`config.mk`:
```
export PLATFORM = sky130hd
export DESIGN_NAME = cesu8_chunk_decoder
export DESIGN_NICKNAME = d
export VERILOG_FILES = /design/src/rtl/cesu8_pkg.sv /design/src/rtl/cesu8_chunk_decoder.sv
export SDC_FILE = /design/constraint.sdc
export NUM_CORES = 1
export LEC_CHECK = 0
export ABC_AREA = 1
export BUFFER_PORTS_ARGS = -buffer_cell sky130_fd_sc_hd__buf_4
export CAP_MARGIN = 20
export CORE_AREA = 2 2 124 126
export DETAILED_ROUTE_END_ITERATION = 6
export DIE_AREA = 0 0 126 128
export PLACE_DENSITY = 0.57
export SYNTH_ARGS = -nofsm -noshare
export SYNTH_HDL_FRONTEND = slang
export SYNTH_SLANG_ARGS = --single-unit
export TNS_END_PERCENT = 5
```
`constraint.sdc`:
```
create_clock -name clk_i -period 3.5 [get_ports clk_i]
set_clock_uncertainty 0.2 [all_clocks]
set_input_delay 0.35 -clock clk_i [delete_from_list [all_inputs] [get_ports clk_i]]
set_output_delay 0.35 -clock clk_i [all_outputs]
set_load 0.01 [all_outputs]
```
`src/rtl/cesu8_pkg.sv`:
```
// Shared types and constants for the CESU-8 chunk decoder.
// No dependencies; used by cesu8_chunk_decoder.
`default_nettype none

package cesu8_pkg;

  // Decoder phase
  typedef enum logic [2:0] {
    PH_LEN_HI    = 3'd0,
    PH_LEN_LO    = 3'd1,
    PH_LEAD      = 3'd2,
    PH_TWO       = 3'd3,
    PH_THREE_OK  = 3'd4,
    PH_THREE_BAD = 3'd5,
    PH_LOW_OK    = 3'd6,
    PH_LOW_BAD   = 3'd7
  } phase_e;

  // One result transfer
  typedef struct packed {
    logic [20:0] code_point;
    logic        char_valid;
    logic        chunk_last;
    logic        decode_error;
  } result_t;

  localparam logic [25:0] SURR_OFFSET  = 26'h35F_DC00;
  localparam logic [15:0] HIGH_SURR_LO = 16'hD800;
  localparam logic [15:0] LOW_SURR_LO  = 16'hDC00;
  localparam logic [15:0] LOW_SURR_HI  = 16'hDFFF;
  localparam logic [15:0] NONCHAR_LO   = 16'hFFFE;
  localparam logic [15:0] MIN_THREE    = 16'h0800;
  localparam logic [15:0] MIN_TWO      = 16'h0080;

  // Continuation byte: 10xxxxxx
  function automatic logic is_cont(input logic [7:0] b);
    is_cont = (b[7:6] == 2'b10);
  endfunction

endpackage

`default_nettype wire

```
`src/rtl/cesu8_chunk_decoder.sv`:
```
// CESU-8 chunk decoder top level: header parse, character decode, output stage.
// Depends on cesu8_pkg.
`default_nettype none

// The decoder takes one byte per cycle while in_stall_o is low.
// A chunk starts with a two-byte big-endian character count, followed by that
// many CESU-8 characters; each finished character gives one result, with
// chunk_last set on the last one, and a zero count gives a single empty
// end-of-chunk result. A result is registered into the output register or,
// while the output is stalled, into the skid entry. The output side is a
// result register backed by one skid entry, so a byte is still taken while a
// result waits; in_stall_o rises only once both are full, i.e. after the
// output has been stalled for two results in a row. Any decode error gives
// one result with decode_error set; the decoder then waits for a new header.
module cesu8_chunk_decoder (
  input  wire logic        clk_i,
  input  wire logic        rst_ni,
  input  wire logic        in_valid_i,
  output logic             in_stall_o,
  input  wire logic [7:0]  in_byte_i,
  output logic             out_valid_o,
  input  wire logic        out_stall_i,
  output logic [20:0]      code_point_o,
  output logic             char_valid_o,
  output logic             chunk_last_o,
  output logic             decode_error_o
);

  cesu8_pkg::phase_e phase_q, phase_d;
  logic [7:0]        len_hi_q, len_hi_d;
  logic [15:0]       chars_left_q, chars_left_d;
  logic [15:0]       partial_q, partial_d;
  logic [1:0]        bytes_seen_q, bytes_seen_d;
  logic [15:0]       high_surr_q, high_surr_d;

  logic              out_valid_q, skid_valid_q;
  cesu8_pkg::result_t out_q, skid_q;

  logic              take;
  logic              res_vld;
  cesu8_pkg::result_t res;
  logic              do_char, do_err;
  logic [20:0]       char_cp;
  logic [15:0]       chars_dec;
  logic [15:0]       count;
  logic [15:0]       val;
  logic [25:0]       pair_sum;
  logic              out_free;

  assign take     = in_valid_i && !in_stall_o;
  assign chars_dec = chars_left_q - 16'd1;
  assign count    = {len_hi_q, in_byte_i};
  assign val      = partial_q | {10'd0, in_byte_i[5:0]};
  assign pair_sum = {high_surr_q, 10'd0} - cesu8_pkg::SURR_OFFSET + {10'd0, val};

  // Next state and result for the byte on the input
  always_comb begin
    phase_d      = phase_q;
    len_hi_d     = len_hi_q;
    chars_left_d = chars_left_q;
    partial_d    = partial_q;
    bytes_seen_d = bytes_seen_q;
    high_surr_d  = high_surr_q;
    res_vld      = 1'b0;
    res          = '0;
    do_char      = 1'b0;
    do_err       = 1'b0;
    char_cp      = '0;

    unique case (phase_q)
      cesu8_pkg::PH_LEN_HI: begin
        len_hi_d = in_byte_i;
        phase_d  = cesu8_pkg::PH_LEN_LO;
      end
      cesu8_pkg::PH_LEN_LO: begin
        if (count == 16'd0) begin
          // empty chunk marker
          phase_d        = cesu8_pkg::PH_LEN_HI;
          len_hi_d       = '0;
          chars_left_d   = '0;
          partial_d      = '0;
          bytes_seen_d   = '0;
          high_surr_d    = '0;
          res_vld        = 1'b1;
          res.chunk_last = 1'b1;
        end else begin
          chars_left_d = count;
          phase_d      = cesu8_pkg::PH_LEAD;
        end
      end
      cesu8_pkg::PH_LEAD: begin
        if (!in_byte_i[7]) begin
          do_char = 1'b1;
          char_cp = {13'd0, in_byte_i};
        end else if (in_byte_i[7:5] == 3'b110) begin
          partial_d = {5'd0, in_byte_i[4:0], 6'd0};
          phase_d   = cesu8_pkg::PH_TWO;
        end else if (in_byte_i[7:4] == 4'b1110) begin
          partial_d    = {in_byte_i[3:0], 12'd0};
          bytes_seen_d = 2'd0;
          phase_d      = cesu8_pkg::PH_THREE_OK;
        end else begin
          do_err = 1'b1;
        end
      end
      cesu8_pkg::PH_TWO: begin
        if (val >= cesu8_pkg::MIN_TWO && cesu8_pkg::is_cont(in_byte_i)) begin
          do_char = 1'b1;
          char_cp = {5'd0, val};
        end else begin
          do_err = 1'b1;
        end
      end
      cesu8_pkg::PH_THREE_OK, cesu8_pkg::PH_THREE_BAD: begin
        if (bytes_seen_q == 2'd0) begin
          partial_d    = partial_q | {4'd0, in_byte_i[5:0], 6'd0};
          bytes_seen_d = 2'd1;
          if (!cesu8_pkg::is_cont(in_byte_i)) phase_d = cesu8_pkg::PH_THREE_BAD;
        end else if (phase_q == cesu8_pkg::PH_THREE_BAD || !cesu8_pkg::is_cont(in_byte_i)
                     || val < cesu8_pkg::MIN_THREE || val >= cesu8_pkg::NONCHAR_LO
                     || (val >= cesu8_pkg::LOW_SURR_LO && val <= cesu8_pkg::LOW_SURR_HI)) begin
          // lone low surrogate lands here too
          do_err = 1'b1;
        end else if (val >= cesu8_pkg::HIGH_SURR_LO && val < cesu8_pkg::LOW_SURR_LO) begin
          // high surrogate: wait for its low half
          high_surr_d  = val;
          partial_d    = '0;
          bytes_seen_d = 2'd0;
          phase_d      = cesu8_pkg::PH_LOW_OK;
        end else begin
          do_char = 1'b1;
          char_cp = {5'd0, val};
        end
      end
      cesu8_pkg::PH_LOW_OK, cesu8_pkg::PH_LOW_BAD: begin
        case (bytes_seen_q)
          2'd0: begin
            if (in_byte_i[7:4] != 4'b1110) phase_d = cesu8_pkg::PH_LOW_BAD;
            partial_d    = {in_byte_i[3:0], 12'd0};
            bytes_seen_d = 2'd1;
          end
          2'd1: begin
            if (!cesu8_pkg::is_cont(in_byte_i)) phase_d = cesu8_pkg::PH_LOW_BAD;
            partial_d    = partial_q | {4'd0, in_byte_i[5:0], 6'd0};
            bytes_seen_d = 2'd2;
          end
          default: begin
            if (phase_q != cesu8_pkg::PH_LOW_OK || !cesu8_pkg::is_cont(in_byte_i)
                || val < cesu8_pkg::LOW_SURR_LO || val > cesu8_pkg::LOW_SURR_HI) begin
              do_err = 1'b1;
            end else begin
              do_char = 1'b1;
              char_cp = pair_sum[20:0];
            end
          end
        endcase
      end
      default: begin
        do_err = 1'b1;
      end
    endcase

    // finished character
    if (do_char) begin
      chars_left_d   = chars_dec;
      partial_d      = '0;
      bytes_seen_d   = '0;
      high_surr_d    = '0;
      phase_d        = (chars_dec == 16'd0) ? cesu8_pkg::PH_LEN_HI : cesu8_pkg::PH_LEAD;
      res_vld        = 1'b1;
      res.code_point = char_cp;
      res.char_valid = 1'b1;
      res.chunk_last = (chars_dec == 16'd0);
    end

    // error: drop the rest of the chunk
    if (do_err) begin
      phase_d          = cesu8_pkg::PH_LEN_HI;
      len_hi_d         = '0;
      chars_left_d     = '0;
      partial_d        = '0;
      bytes_seen_d     = '0;
      high_surr_d      = '0;
      res_vld          = 1'b1;
      res              = '0;
      res.decode_error = 1'b1;
    end
  end

  // Decoder state
  always_ff @(posedge clk_i or negedge rst_ni) begin
    if (!rst_ni) begin
      phase_q      <= cesu8_pkg::PH_LEN_HI;
      len_hi_q     <= '0;
      chars_left_q <= '0;
      partial_q    <= '0;
      bytes_seen_q <= '0;
      high_surr_q  <= '0;
    end else if (take) begin
      phase_q      <= phase_d;
      len_hi_q     <= len_hi_d;
      chars_left_q <= chars_left_d;
      partial_q    <= partial_d;
      bytes_seen_q <= bytes_seen_d;
      high_surr_q  <= high_surr_d;
    end
  end

  // Output register plus skid entry
  assign out_free   = !out_valid_q || !out_stall_i;
  assign in_stall_o = skid_valid_q;

  always_ff @(posedge clk_i or negedge rst_ni) begin
    if (!rst_ni) begin
      out_valid_q  <= 1'b0;
      skid_valid_q <= 1'b0;
    end else if (out_free) begin
      out_valid_q  <= skid_valid_q || (take && res_vld);
      skid_valid_q <= 1'b0;
    end else if (take && res_vld) begin
      skid_valid_q <= 1'b1;
    end
  end

  always_ff @(posedge clk_i) begin
    if (out_free) begin
      out_q <= skid_valid_q ? skid_q : res;
    end else if (take && res_vld) begin
      skid_q <= res;
    end
  end

  assign out_valid_o    = out_valid_q;
  assign code_point_o   = out_q.code_point;
  assign char_valid_o   = out_q.char_valid;
  assign chunk_last_o   = out_q.chunk_last;
  assign decode_error_o = out_q.decode_error;

endmodule

`default_nettype wire

```
==> impl_metrics.tcl <==
set metrics [dict create \
    status "complete, no violations" \
    cellPowerDensity_nw_per_um2 803 \
    seq_area_frac_synth_pct 47.3 \
    grt_max_degree 53 \
    setup_viol 0 \
    synth_area_um2 5800 \
    critPathCaptureType "register" \
    cp-start-kind "register" \
    drt_first_iter_violations 582 \
    clk_pin_slew_ns 0.07 \
    seq_area_um2 2740 \
    hpwlAfterDp_mm 11.1 \
    synth_warnings 0 \
    synth-seq-cells 100 \
    final.setup.tns_ns 0 \
    cp.required_ns 3.39 \
    synth_fp_nets 774 \
    grt_pass1_wl_mm 24.9 \
    crit_type "register to register" \
    maxSlewHeadroom_pct 50.8 \
    fin_crit_ns 2.87 \
    cts_resized 0 \
    core-area_um2 14900 \
    die-area_um2 16100 \
    pin_count 38 \
    gp_congestion 0.917 \
    syn2layout_area_growth_pct 12.9 \
    final_nets 808 \
    syn_area_per_cell_um2 7.77 \
    cts_inserted_buffers 9 \
    crit_family "simple AND/OR/NAND/NOR gates" \
    slowest_stage "dfrtp_1" \
    cp_num_buf_inv 3 \
    crit_arrival_ns 2.76 \
    synth_commonest_cells "nand2_1, inv_1, nor2_1" \
    cts_sinks 100 \
    cp_cell_sequence "nand2_1 > inv_1 > nand3_1 > nand2_1 > nand3_2 > inv_1 > nand2_1 > nand3_2 > nor2_4 > a21oi_1 > nor2_1 > nor2_2 > buf_4" \
    yosysMostFrequentCell "nand2_1" \
    synth-edff-count 48 \
    synth-main-ff-cell "dfrtp_1" \
    synth_top_area_share_pct 24.8 \
    firstDrtPassIters 7 \
    route.detailed.drc 0 \
    tightest_slew_ns 0.735 \
    rsz0062_at_grt "no" \
    synth-async-reset-ratio_pct 52.0 \
    max_freq_mhz 349 \
    finalCritPeriodShare_pct 81.9 \
    antenna_found_initial 0 \
    finalHoldViolCount 0 \
    synth_largest_area_cell "edfxtp_1" \
    grt_pass1_vias 4763 \
    cts-htree-levels 3 \
    dieWidth_um 126 \
    antenna_cells 0 \
    vias 5043 \
    ys_types 43 \
    cpMostUsedCell "nand2_1" \
    critPathMaxStageDelay_ns 0.46 \
    cp_max_fo 18 \
    slew_viol_final 0 \
    synth_area_leaders "edfxtp_1, dfrtp_1, nand2_1" \
    initial_core_util_pct 39.0 \
    synthCells 747 \
    place_area_um2 6250 \
    drv_cap 0 \
    clock_latency_ns 0.35 \
    drive_gt1_share_pct 11.3 \
    finalPower_uw 5260 \
    ir_drop_mv 0.255 \
    hp-class "primary input to register" \
    rows 45 \
    multi_input_area_um2 2580 \
    cts_buffer_depth 2 \
    die_h_um 128 \
    wl_mm 15.2 \
    ant_nets 0 \
    cts_setup_buffers 0 \
    cts_tree "built" \
    track_usage_pct 19.5 \
    p_leak_uw 0.00322 \
    wire_per_inst_um 15.6 \
    vias_per_cell 5.18 \
    portBuffers 37 \
    final_cell_area_um2 6550 \
    fillers 1496 \
    grt-ovfl-total 0 \
    cts_root_buf "clkbuf_16" \
]
-- worst register-to-register path, cell delays in order, from the launching register on --
cell     delay [ns]
dfrtp_1        0.46
nand2_1        0.10
inv_1          0.06
nand3_1        0.14
nand2_1        0.10
nand3_2        0.08
inv_1          0.06
nand2_1        0.07
nand3_2        0.30
nor2_4         0.45
a21oi_1        0.16
nor2_1         0.14
nor2_2         0.05
buf_4          0.22
-- registers in the layout, summed over array words and instances (netlist names) --
signal and flops:
out_valid_o 1, skid_q 24, len_hi_q 8, bytes_seen_q 2
in_stall_o 1, phase_q 3, char_valid_o 1, partial_q 10
high_surr_q 11, code_point_o 21, decode_error_o 1, chars_left_q 16
chunk_last_o 1
-- logic make-up (layout without fill, tap and decap cells) --
group | count (synthesis) | in the layout | synth area share [%]
AOI/OAI and AO/OA | 96 | 96 | 9.38
DFF | 100 | 100 | 47.3
adders and majority gates | 15 | 15 | 3.36
xor gates and xnor gates | 7 | 7 | 1.06
and+or+nand+nor | 418 | 418 | 30.7
buffers and inverters | 111 | 150 | 8.24
-- metrics by stage --
stage	std cells	setup WS, ns	hold WS (ns)	util (%)
2_1_floorplan	747	0.328	-0.146	-
3_3_place_gp	957	0.693	0.240	42.0
3_5_place_dp	957	0.635	0.249	42.0
4_1_cts	974	0.649	0.130	44.1
5_1_grt	974	0.351	0.158	44.1
6_report	974	0.633	0.148	44.1
-- where the power goes --
part	switching [uW]	internal [uW]
clock	470	562
combinational	1540	789
sequential	290	1610
total	2300	2960
-- final timing paths --
path                                   endpoint  slack (ns)  cells past startpoint           start
worst min register to register   high_surr_q[0]        0.29                      2  high_surr_q[0]
worst max-delay path                  skid_q[0]        0.63                     13   partial_q[11]
min in group asynchronous       chars_left_q[5]        0.38                      2          rst_ni
worst max register to register        skid_q[0]        0.63                     13   partial_q[11]
max in group asynchronous           len_hi_q[1]        2.27                      2          rst_ni
worst min-delay path                len_hi_q[7]        0.15                      3    in_byte_i[7]
-- layout by cell type, fill, tap and decap left out, drive strengths merged --
cell         instances
dfrtp               52
a31o                 1
dlygate4sd3          1
inv                 86
clkinv               3
nand3b               1
and2                 3
o22ai                6
nor3b                1
o221ai               1
a31oi                1
buf                 49
clkbuf              10
o211ai               2
o31ai                4
nand4               20
xor2                 4
a2bb2oi              1
nor3                 7
a21o                 1
nand3               51
a21oi               18
o311ai               1
ha                  14
fa                   1
nand2              249
xnor2                3
nor2                86
bufinv               1
o21ai               60
edfxtp              48
-- per-layer routing --
| layer | up-vias | wire length (um) | track usage [%] | part of all wire [%] |
|---|---|---|---|---|
| met5 | - | 0 | 0 | 0 |
| met4 | 0 | 178 | 6.33 | 1.2 |
| met3 | 11 | 937 | 2.75 | 6.2 |
| met2 | 173 | 6700 | 30.0 | 44 |
| met1 | 2357 | 7350 | 28.4 | 48 |
| li1 | 2502 | - | - | - |
-- layout make-up --
class / instances / share of cell area (%)
tap: 188 / 3.59
clock inverter: 6 / 1.05
multi-input combinational: 536 / 39.4
timing repair buffer: 50 / 5.77
sequential: 100 / 41.8
clock buffer: 10 / 3.49
inverter: 84 / 4.81
-- timing repair --
action	in CTS	in global routing
hold buffers	1	0
setup endpoints to repair	0	0
hold endpoints to repair	52	0
No activity file was read; power rests on OpenSTA's default activity.
